## src/rtl/hsl_to_rgb_converter_assert.svh

```systemverilog
// Assertion macros for the HSL to RGB converter RTL.
`ifndef HSL_TO_RGB_CONVERTER_ASSERT_SVH
`define HSL_TO_RGB_CONVERTER_ASSERT_SVH

`ifndef SYNTHESIS
// Check a property on every clock edge outside reset.
`define HSL_ASSERT(lbl, clk, rstn, prop) \
    lbl: assert property (@(posedge clk) disable iff (!(rstn)) (prop)) \
        else $error("hsl_to_rgb assertion failed");
// Check a property on every clock edge, reset included.
`define HSL_ASSERT_ALWAYS(lbl, clk, prop) \
    lbl: assert property (@(posedge clk) (prop)) \
        else $error("hsl_to_rgb assertion failed");
`else
`define HSL_ASSERT(lbl, clk, rstn, prop)
`define HSL_ASSERT_ALWAYS(lbl, clk, prop)
`endif

`endif

```

## src/rtl/hsl_pkg.sv

```systemverilog
// Types, constants and the hue ramp shared by the HSL to RGB converter.
package hsl_pkg;

    localparam int HUE_W    = 9;
    localparam int LEVEL_W  = 16;
    localparam int CH_W     = 8;
    localparam int WEIGHT_W = 6;
    localparam int ANGLE_W  = 11;

    localparam int S_TDATA_W = 48;
    localparam int M_TDATA_W = 24;

    localparam logic signed [ANGLE_W-1:0] HUE_SHIFT = 11'sd120;
    localparam logic signed [ANGLE_W-1:0] HUE_FULL  = 11'sd360;
    localparam logic signed [ANGLE_W-1:0] RAMP_UP   = 11'sd60;
    localparam logic signed [ANGLE_W-1:0] RAMP_TOP  = 11'sd180;
    localparam logic signed [ANGLE_W-1:0] RAMP_END  = 11'sd240;

    localparam logic [WEIGHT_W-1:0] RAMP_FULL = 6'd60;
    localparam logic [CH_W-1:0]     CH_MAX    = 8'hFF;

    // Per-stage advance strobes of the pipeline.
    typedef struct packed {
        logic s1;
        logic s2;
        logic s3;
        logic s4;
    } hsl_adv_t;

    // Wrap the angle once, then map it onto the 0..60 hue ramp.
    function automatic logic [WEIGHT_W-1:0] hue_weight(
        input logic signed [ANGLE_W-1:0] angle
    );
        logic signed [ANGLE_W-1:0] a;
        logic signed [ANGLE_W-1:0] d;
        logic [WEIGHT_W-1:0]       w;
        a = angle;
        if (a < 0) begin
            a = a + HUE_FULL;
        end
        if (a > HUE_FULL) begin
            a = a - HUE_FULL;
        end
        d = RAMP_END - a;
        priority if (a < RAMP_UP) begin
            w = WEIGHT_W'(a);
        end else if (a < RAMP_TOP) begin
            w = RAMP_FULL;
        end else if (a < RAMP_END) begin
            w = WEIGHT_W'(d);
        end else begin
            w = '0;
        end
        return w;
    endfunction

endpackage

```

## src/rtl/hsl_level.sv

```systemverilog
// Two-level stage: forms the high and low HSL levels and the grey value.
module hsl_level
    import hsl_pkg::*;
#(
    parameter int FRAC_BITS = 15,
    parameter int LW        = 35
) (
    input  logic                  aclk,
    input  hsl_adv_t              adv,
    input  logic [LEVEL_W-1:0]    saturation,
    input  logic [LEVEL_W-1:0]    lightness,
    output logic signed [LW-1:0]  level_hi,
    output logic signed [LW-1:0]  level_lo,
    output logic [CH_W-1:0]       grey,
    output logic                  grey_sel
);

    localparam logic signed [LW-1:0] ONE = LW'(1) <<< FRAC_BITS;
    localparam int GREY_W = LEVEL_W + CH_W;

    logic [LEVEL_W-1:0]     sat_reg;
    logic [LEVEL_W-1:0]     light_reg;
    logic [2*LEVEL_W-1:0]   ls_reg;

    logic signed [LW-1:0]   hi_reg, hi_next;
    logic signed [LW-1:0]   lo_reg, lo_next;
    logic [CH_W-1:0]        grey_reg, grey_next;
    logic                   sel_reg, sel_next;

    logic signed [LW-1:0]   l_ext, s_ext, ls_ext, l_one, s_one;
    logic [GREY_W-1:0]      gprod, gshift;

    always_ff @(posedge aclk) begin
        if (adv.s1) begin
            sat_reg   <= saturation;
            light_reg <= lightness;
            ls_reg    <= saturation * lightness;
        end
    end

    always_comb begin
        l_ext  = LW'(light_reg);
        s_ext  = LW'(sat_reg);
        ls_ext = LW'(ls_reg);
        l_one  = l_ext <<< FRAC_BITS;
        s_one  = s_ext <<< FRAC_BITS;
        if ((l_ext <<< 1) < ONE) begin
            hi_next = l_one + ls_ext;
        end else begin
            hi_next = l_one + s_one - ls_ext;
        end
        lo_next = (l_one <<< 1) - hi_next;

        // grey = l * 255 / ONE, clipped to full scale
        gprod     = {light_reg, {CH_W{1'b0}}} - GREY_W'(light_reg);
        gshift    = gprod >> FRAC_BITS;
        grey_next = (|gshift[GREY_W-1:CH_W]) ? CH_MAX : gshift[CH_W-1:0];
        sel_next  = (sat_reg == '0);
    end

    always_ff @(posedge aclk) begin
        if (adv.s2) begin
            hi_reg   <= hi_next;
            lo_reg   <= lo_next;
            grey_reg <= grey_next;
            sel_reg  <= sel_next;
        end
    end

    assign level_hi = hi_reg;
    assign level_lo = lo_reg;
    assign grey     = grey_reg;
    assign grey_sel = sel_reg;

endmodule

```

## src/rtl/hsl_channel.sv

```systemverilog
// One color channel: weights the two levels, scales by 255/60 and clips.
module hsl_channel
    import hsl_pkg::*;
#(
    parameter int FRAC_BITS = 15,
    parameter int LW        = 35
) (
    input  logic                  aclk,
    input  hsl_adv_t              adv,
    input  logic signed [LW-1:0]  level_hi,
    input  logic signed [LW-1:0]  level_lo,
    input  logic [WEIGHT_W-1:0]   weight,
    input  logic [CH_W-1:0]       grey,
    input  logic                  grey_sel,
    output logic [CH_W-1:0]       chan
);

    localparam int PW = LW + WEIGHT_W + 1;
    localparam int QW = PW + 6;
    localparam int SHIFT = 2 * FRAC_BITS + 2;

    logic signed [PW-1:0] pa_reg, pa_next;
    logic signed [PW-1:0] pb_reg, pb_next;
    logic [CH_W-1:0]      grey_reg;
    logic                 sel_reg;
    logic [CH_W-1:0]      chan_reg, chan_next;

    logic signed [PW-1:0] wlo, whi;
    logic signed [QW-1:0] sum, scaled, quot;

    always_comb begin
        wlo     = PW'($signed({1'b0, RAMP_FULL - weight}));
        whi     = PW'($signed({1'b0, weight}));
        pa_next = PW'(level_lo) * wlo;
        pb_next = PW'(level_hi) * whi;
    end

    always_ff @(posedge aclk) begin
        if (adv.s3) begin
            pa_reg   <= pa_next;
            pb_reg   <= pb_next;
            grey_reg <= grey;
            sel_reg  <= grey_sel;
        end
    end

    // 255/60 == 17/4, so the scale is a multiply by 17 and a shift
    always_comb begin
        sum    = QW'(pa_reg) + QW'(pb_reg);
        scaled = (sum <<< 4) + sum;
        quot   = scaled >>> SHIFT;
        if (sel_reg) begin
            chan_next = grey_reg;
        end else if (sum <= 0) begin
            chan_next = '0;
        end else if (|quot[QW-1:CH_W]) begin
            chan_next = CH_MAX;
        end else begin
            chan_next = quot[CH_W-1:0];
        end
    end

    always_ff @(posedge aclk) begin
        if (adv.s4) begin
            chan_reg <= chan_next;
        end
    end

    assign chan = chan_reg;

endmodule

```

## src/rtl/hsl_to_rgb_converter.sv

```systemverilog
// Top level of the HSL to RGB pixel converter.
//
// Input stream s_*: one pixel per transfer, s_tdata carries hue in degrees,
// saturation and lightness (fixed point, 1 << FRAC_BITS is 1.0).
// Output stream m_*: one RGB pixel per transfer, 8 bits per channel.
// Every input transfer yields exactly one output transfer, in order.
// Throughput: one pixel per clock while m_tready is high; the four register
// stages each hold one pixel and an item can enter every cycle while s_tready is high.
// The result is registered through the stages product l*s, levels,
// weighted products and scale before it is presented on m_tdata.
// Reset (aresetn low, synchronous) empties all stages; no output is shown.
// When m_tready is low the last stage holds its result; earlier stages
// keep advancing into empty slots, so s_tready drops only once every
// stage holds a pixel.
module hsl_to_rgb_converter
    import hsl_pkg::*;
#(
    parameter int FRAC_BITS = 15
) (
    input  logic                 aclk,
    input  logic                 aresetn,

    input  logic                 s_tvalid,
    output logic                 s_tready,
    // [8:0] hue_degrees, [24:9] saturation, [40:25] lightness, [47:41] zero
    input  logic [S_TDATA_W-1:0] s_tdata,

    output logic                 m_tvalid,
    input  logic                 m_tready,
    // [7:0] red, [15:8] green, [23:16] blue
    output logic [M_TDATA_W-1:0] m_tdata
);

`include "hsl_to_rgb_converter_assert.svh"

    localparam int LW = ((FRAC_BITS > 15) ? FRAC_BITS : 15) + 20;
    localparam int NUM_CH = 3;

    logic [HUE_W-1:0]   hue_in;
    logic [LEVEL_W-1:0] sat_in;
    logic [LEVEL_W-1:0] light_in;

    logic v1_reg, v2_reg, v3_reg, v4_reg;
    logic rdy1, rdy2, rdy3, rdy4;
    hsl_adv_t adv;

    logic [WEIGHT_W-1:0] w1_reg [NUM_CH];
    logic [WEIGHT_W-1:0] w2_reg [NUM_CH];
    logic [WEIGHT_W-1:0] w_next [NUM_CH];
    logic signed [ANGLE_W-1:0] hue_ext;

    logic signed [LW-1:0] level_hi, level_lo;
    logic [CH_W-1:0]      grey;
    logic                 grey_sel;
    logic [CH_W-1:0]      chan [NUM_CH];

    assign hue_in   = s_tdata[HUE_W-1:0];
    assign sat_in   = s_tdata[HUE_W +: LEVEL_W];
    assign light_in = s_tdata[HUE_W+LEVEL_W +: LEVEL_W];

    // A stage may load when it is empty or its content moves on.
    always_comb begin
        rdy4   = !v4_reg || m_tready;
        rdy3   = !v3_reg || rdy4;
        rdy2   = !v2_reg || rdy3;
        rdy1   = !v1_reg || rdy2;
        adv.s1 = rdy1;
        adv.s2 = rdy2;
        adv.s3 = rdy3;
        adv.s4 = rdy4;
    end

    assign s_tready = rdy1;

    always_ff @(posedge aclk) begin
        if (!aresetn) begin
            v1_reg <= 1'b0;
            v2_reg <= 1'b0;
            v3_reg <= 1'b0;
            v4_reg <= 1'b0;
        end else begin
            if (rdy1) v1_reg <= s_tvalid;
            if (rdy2) v2_reg <= v1_reg;
            if (rdy3) v3_reg <= v2_reg;
            if (rdy4) v4_reg <= v3_reg;
        end
    end

    // Red leads by a third of a turn, blue lags by a third.
    always_comb begin
        hue_ext   = $signed({2'b00, hue_in});
        w_next[0] = hue_weight(hue_ext + HUE_SHIFT);
        w_next[1] = hue_weight(hue_ext);
        w_next[2] = hue_weight(hue_ext - HUE_SHIFT);
    end

    always_ff @(posedge aclk) begin
        if (adv.s1) w1_reg <= w_next;
        if (adv.s2) w2_reg <= w1_reg;
    end

    hsl_level #(
        .FRAC_BITS (FRAC_BITS),
        .LW        (LW)
    ) u_level (
        .aclk       (aclk),
        .adv        (adv),
        .saturation (sat_in),
        .lightness  (light_in),
        .level_hi   (level_hi),
        .level_lo   (level_lo),
        .grey       (grey),
        .grey_sel   (grey_sel)
    );

    for (genvar c = 0; c < NUM_CH; c++) begin : g_chan
        hsl_channel #(
            .FRAC_BITS (FRAC_BITS),
            .LW        (LW)
        ) u_chan (
            .aclk     (aclk),
            .adv      (adv),
            .level_hi (level_hi),
            .level_lo (level_lo),
            .weight   (w2_reg[c]),
            .grey     (grey),
            .grey_sel (grey_sel),
            .chan     (chan[c])
        );
    end

    assign m_tvalid = v4_reg;
    assign m_tdata  = {chan[2], chan[1], chan[0]};

    `HSL_ASSERT(a_accept_fills_s1, aclk, aresetn, (s_tvalid && s_tready) |=> v1_reg)
    `HSL_ASSERT(a_empty_s1_ready, aclk, aresetn, (!v1_reg) |-> s_tready)
    `HSL_ASSERT(a_s2_held, aclk, aresetn, (v2_reg && !rdy3) |=> v2_reg)
    `HSL_ASSERT(a_s1_moves, aclk, aresetn, (v1_reg && rdy2) |=> v2_reg)

endmodule

```

## config.mk

```make
export PLATFORM = sky130hd
export DESIGN_NAME = hsl_to_rgb_converter
export DESIGN_NICKNAME = d
export VERILOG_FILES = /design/src/rtl/hsl_pkg.sv /design/src/rtl/hsl_level.sv /design/src/rtl/hsl_channel.sv /design/src/rtl/hsl_to_rgb_converter.sv
export VERILOG_INCLUDE_DIRS = /design/src /design/src/rtl
export SDC_FILE = /design/constraint.sdc
export NUM_CORES = 2
export LEC_CHECK = 0
export CAP_MARGIN = 20
export CORE_ASPECT_RATIO = 1.75
export CORE_MARGIN = 10
export CORE_UTILIZATION = 55
export CTS_CLUSTER_SIZE = 16
export DETAILED_ROUTE_END_ITERATION = 12
export DONT_BUFFER_PORTS = 1
export PLACE_DENSITY = 0.72
export SYNTH_ARGS = -nofsm -noshare
export SYNTH_HDL_FRONTEND = slang
export SYNTH_HIERARCHICAL = 1
export SYNTH_SLANG_ARGS = --single-unit
```

## constraint.sdc

```tcl
create_clock -name aclk -period 22.2 [get_ports aclk]
set_input_delay 2.22 -clock aclk [delete_from_list [all_inputs] [get_ports aclk]]
set_output_delay 2.22 -clock aclk [all_outputs]
set_load 0.01 [all_outputs]
```

== Word-level counts from Yosys, hierarchy flattened ==
Index checks and enable logic that the tools add are counted.

* Flip-flop bits (word level): 468
* Input bits: 52
* Word-level logic and storage cells: 113

* Add/sub/neg operators: 24
* $mul: 7
* Order comparisons: 18
* Muxes and demuxes: 24
* Reductions and logical operators: 12

{| class="wikitable"
|+ Operators with widths
! cell !! count
|-
| $mul A35 B7 Y42 || 6
|-
| $add A48 B48 Y48 || 3
|-
| $le A48 B1 Y1 const B || 3
|-
| $add A42 B42 Y43 || 3
|-
| $mux W8 || 9
|-
| $lt A11 B9 Y1 const B || 6
|-
| $mux W11 || 5
|-
| $mux W6 || 9
|-
| $mux W35 || 1
|-
| $sub A33 B35 Y35 || 1
|-
| $sub A35 B33 Y35 || 1
|-
| $add A31 B32 Y33 || 1
|-
| $lt A11 B7 Y1 const B || 3
|-
| $add A31 B31 Y32 || 1
|-
| $mul A16 B16 Y32 || 1
|-
| $reduce_or A8 Y1 || 3
|-
| $sub A24 B16 Y24 || 1
|-
| $gt A11 B10 Y1 const B || 2
|-
| $sub A11 B10 Y11 const B || 2
|-
| $lt A10 B1 Y1 const B || 2
|-
| $sub A5 B6 Y6 const A || 3
|-
| $sub A6 B6 Y6 const A || 3
|-
| $lt A17 B16 Y1 const B || 1
|-
| $logic_not A16 Y1 || 1
|-
| other kinds (8) || 14
|}

== Depth between registers and ports, before layout ==
* Depth in word-level cells: 9
* Mapped depth: 31
* Depth with buffers taken out: 30

== Cells and area by module ==
The synthesis kept the hierarchy.

{| class="wikitable"
|+ By module, submodules not included
! module !! times used !! cells an instance !! area an instance (um^2) !! sequential area each (um^2)
|-
| hsl_channel (g_chan[2].u_chan) || 1 || 2,435 || 21,892.2 || 3,032.9
|-
| hsl_channel (g_chan[1].u_chan) || 1 || 2,331 || 21,516.9 || 3,032.9
|-
| hsl_channel (g_chan[0].u_chan) || 1 || 2,344 || 21,500.6 || 3,032.9
|-
| hsl_level || 1 || 1,718 || 16,940.0 || 4,234.1
|-
| hsl_to_rgb_converter || 1 || 347 || 3,231.8 || 1,161.1
|}

== Worst setup path before layout ==
OpenSTA, ideal clock, no wires.

* Path kind: input to register
* From: input m_tready
* To: register g_chan[0].u_chan.grey_reg[0] (enable)
* Arrival time: 6.998 ns
* Setup slack: 13.090 ns
* Cell stages on the path: 2
* Cell sequence: nor2b_1 > nand2_1

* Cells in the longest elaborated chain, start to end: 2

{| class="wikitable"
|+ RTL lines
! item !! RTL line !! source
|-
| start, declared || hsl_to_rgb_converter.sv:29 || <nowiki>input logic m_tready,</nowiki>
|-
| $logic_or A1 B1 Y1 || hsl_to_rgb_converter.sv:63 || <nowiki>rdy4 = !v4_reg || m_tready;</nowiki>
|-
| $logic_or A1 B1 Y1 || hsl_to_rgb_converter.sv:64 || <nowiki>rdy3 = !v3_reg || rdy4;</nowiki>
|-
| net rdy3 || hsl_to_rgb_converter.sv:44 || <nowiki>logic rdy1, rdy2, rdy3, rdy4;</nowiki>
|-
| end signal, assigned || hsl_channel.sv:42 || <nowiki>grey_reg <= grey;</nowiki>
|-
| end, declared || hsl_channel.sv:24 || <nowiki>logic [CH_W-1:0] grey_reg;</nowiki>
|}

The timed path passes the listed nets, and every way through them passes these cells.
A chain may end at the register's enable or synchronous reset.

== Worst setup path after layout ==
* From: register w2_reg[12] (netlist bit)
* To: register g_chan[0].u_chan.pa_reg[40], data pin

* Cells in the longest elaborated chain, start to end: 2

{| class="wikitable"
|+ RTL lines
! item !! RTL line !! source
|-
| start, declared || hsl_to_rgb_converter.sv:48 || <nowiki>logic [WEIGHT_W-1:0] w2_reg [NUM_CH];</nowiki>
|-
| start signal, assigned || hsl_to_rgb_converter.sv:99 || <nowiki>if (adv.s2) w2_reg <= w1_reg;</nowiki>
|-
| $sub A6 B6 Y6 || hsl_channel.sv:32 || <nowiki>wlo = PW'($signed({1'b0, RAMP_FULL - weight}));</nowiki>
|-
| $mul A35 B7 Y42 || hsl_channel.sv:34 || <nowiki>pa_next = PW'(level_lo) * wlo;</nowiki>
|-
| net g_chan[0].u_chan.pa_next[40] || hsl_channel.sv:22 || <nowiki>logic signed [PW-1:0] pa_reg, pa_next;</nowiki>
|-
| end signal, assigned || hsl_channel.sv:40 || <nowiki>pa_reg <= pa_next;</nowiki>
|-
| end, declared || hsl_channel.sv:22 ||
|}

The timed path passes the listed nets, and every way through them passes these cells.

==> out/metrics.cfg <==
[timing]
setup_viol = 0
drv_slew = 0
min_period_ns = 8.435
fin_crit_sh_pct = 37.99
relSlewSlack_pct = 9.943
rsz0062_at_grt = no
hold_ws_ns = 0.4046
worst-slew-pin-transition_ns = 1.351
finalClockSkew_ns = 0.04237
hold_viol_final = 0
fmax_ghz = 0.1186
finalSetupTns_ns = 0

[critical_path]
startpoint_type = flop
crit_type = flop to flop
reg2regPathDepth = 26
r2r_end = g_chan[0].u_chan/pa_reg[40]$_DFFE_PP_
regToRegSetupSlack_ns = 13.77
crit_path_frequent_cell = inv_1
cp_data_required_time_ns = 22.61
path_max_fanout = 73
max_stage_delay_ns = 0.88
crit_slowest_cell = a2111oi_0
cp_data_arrival_time_ns = 8.84
timing.critical_path.buf_inv = 6
r2r-start = w2_reg[12]$_DFFE_PP_
crit_family = compound AO/OA/AOI/OAI gates
critPathCaptureType = flop

[cells_and_area]
final_cell_mix = 1245 x inv_1, 1072 x fa_1, 988 x and2_1
nets = 11110
multi_input_area_sq_um = 64930
nFillCells = 13450
layout_commonest_cell = inv_1
drive_above_1_share_pct = 3.855
area_delta_synth_final_pct = 4.793
seqCellArea_sq_um = 14490

[drt]
wl_um = 234000
first_iter_violations = 3827
ant_nets = 0
dr.pass1.iters = 6
vias = 66320
drc = 0
via_per_inst = 5.955
wire_per_inst_um = 21.02

[synth]
synth.avg_cell_area_sq_um = 9.273
syn-num-nets = 11220
syn-instance-count = 9175
synth.largest_area_cell = fa_1
ys_ff_latch = 484
synth.top_cell.area_share_pct = 25.22
syn_area_sq_um = 85080
synth_edf_count = 480
synthFlopType = edfxtp_1
synth.area.top_cells = fa_1 25%, edfxtp_1 17%, ha_1 14%
synth_cell_type_count = 137
ys_seq_area_share_pct = 17.04
synth-async-reset-ratio_pct = 0
yosys_warnings = 6

[grt]
antenna_found_initial = 13
grt_pass1_vias = 70380
grtUsageTotal_pct = 27.22
grt_pass1_wl_um = 369800
overflow = 0
grt_max_degree = 140

[hold_path]
hold_path_class = flop to flop
holdPathEnd = w2_reg[3]$_DFFE_PP_
min_path_cells = 0
worstHoldStart = w1_reg[3]$_DFFE_PP_

[cts]
cts_buffers = 50
cts-htree-levels = 2
cts_root_buffer = clkbuf_16
ctsHoldBuffers = 0
cts_setup_buffers = 0
insertion_delay_ns = 0.68
cts_tree = done
cts_repair_resize_count = 0
cts.sinks = 484
path_clk_slew_ns = 0.08
clock_path_buffers = 3

[placement]
place_congestion = 0.9697
dp_hpwl_um = 185500
portBuffers = 0

[floorplan]
core_sq_um = 153600
die_y_um = 540.3
rows = 190
start_util_pct = 55.40
chipWidth_um = 317.3
die-area_sq_um = 171400
io_pins = 78

[status]
status = finished clean

[flow_run]
drv_cap = 0

==> cell families after synthesis <==
family | count (synthesis) | share of synthesized area, %
AOI/OAI and AO/OA | 1737 | 13.77
xor gates and xnor gates | 529 | 5.516
adders and majority gates | 2003 | 38.89
buffers and inverters | 1516 | 6.793
DFF | 484 | 17.04
muxes | 26 | 0.3118
and+or+nand+nor | 2880 | 17.69
==> metrics by stage <==
stage | instance area (sq um) | std cells | utilization (%) | setup slack [ns]
final | 89160 | 11140 | 58.06 | 13.77
after global placement | 87440 | 11030 | 56.94 | 13.82
after CTS | 89120 | 11120 | 58.03 | 13.89
after global routing | 89130 | 11120 | 58.04 | 13.29
after floorplan | 85080 | 9175 | - | 13.09
after detailed placement | 87440 | 11030 | 56.94 | 13.79
==> cell usage after synthesis, types with 55 or more instances <==
cell type and number:
inv_1 1247, fa_1 1072, and2_1 988, ha_1 920, nand2_1 882, a21oi_1 525, edfxtp_1 480, xnor2_1 398
nor2_1 318, o21ai_0 257, a21o_1 223, clkbuf_1 221, xor2_1 126, nand3_1 125, nor3_1 109, o21bai_1 83
o21a_1 72, a31oi_1 70, and3_1 67, nand4_1 67, nand2b_1 64, a211oi_1 55
==> layout make-up <==
type	instances	area share (%)
flip-flops and latches	484	16.26
well taps	2016	2.829
inverters	1250	5.265
repair buffers	106	0.9037
clock buffers	56	1.429
diodes	14	0.03929
clock inverters	35	0.4561
multi-input cells	7175	72.82
==> per-layer routing <==
| layer | wire length, um | global-route usage [%] |
|---|---|---|
| met3 | 12600 | 3.621 |
| met4 | 22660 | 22.38 |
| met5 | 17 | 0 |
| met1 | 80930 | 28.25 |
| met2 | 117800 | 48.20 |
==> worst register-to-register path: cells and delay by family (launching register included) <==
| family | cells | cell delay [ns] |
|---|---|---|
| buf+inv | 6 | 0.92 |
| fa+ha+maj | 6 | 2.47 |
| compound gates | 9 | 2.91 |
| flops | 1 | 0.32 |
| simple gates | 3 | 1.11 |
| xor+xnor | 2 | 0.44 |
==> worst max-delay path by stage <==
stage	from	to	slack [ns]	cells after the start
detailed placement	s_tdata[35]	u_level/ls_reg[29]$_DFFE_PP_	13.79	22
finish	w2_reg[12]$_DFFE_PP_	g_chan[0].u_chan/pa_reg[40]$_DFFE_PP_	13.77	26
floorplan	m_tready	g_chan[0].u_chan/grey_reg[0]$_DFFE_PP_	13.09	2
global placement	s_tdata[35]	u_level/ls_reg[29]$_DFFE_PP_	13.82	22
global route	w2_reg[6]$_DFFE_PP_	g_chan[1].u_chan/pa_reg[38]$_DFFE_PP_	13.29	25
CTS	w2_reg[6]$_DFFE_PP_	g_chan[1].u_chan/pa_reg[40]$_DFFE_PP_	13.89	24
Power is not shown: default switching activity piles up to over one toggle a cycle in this logic, so the estimate is an artifact.
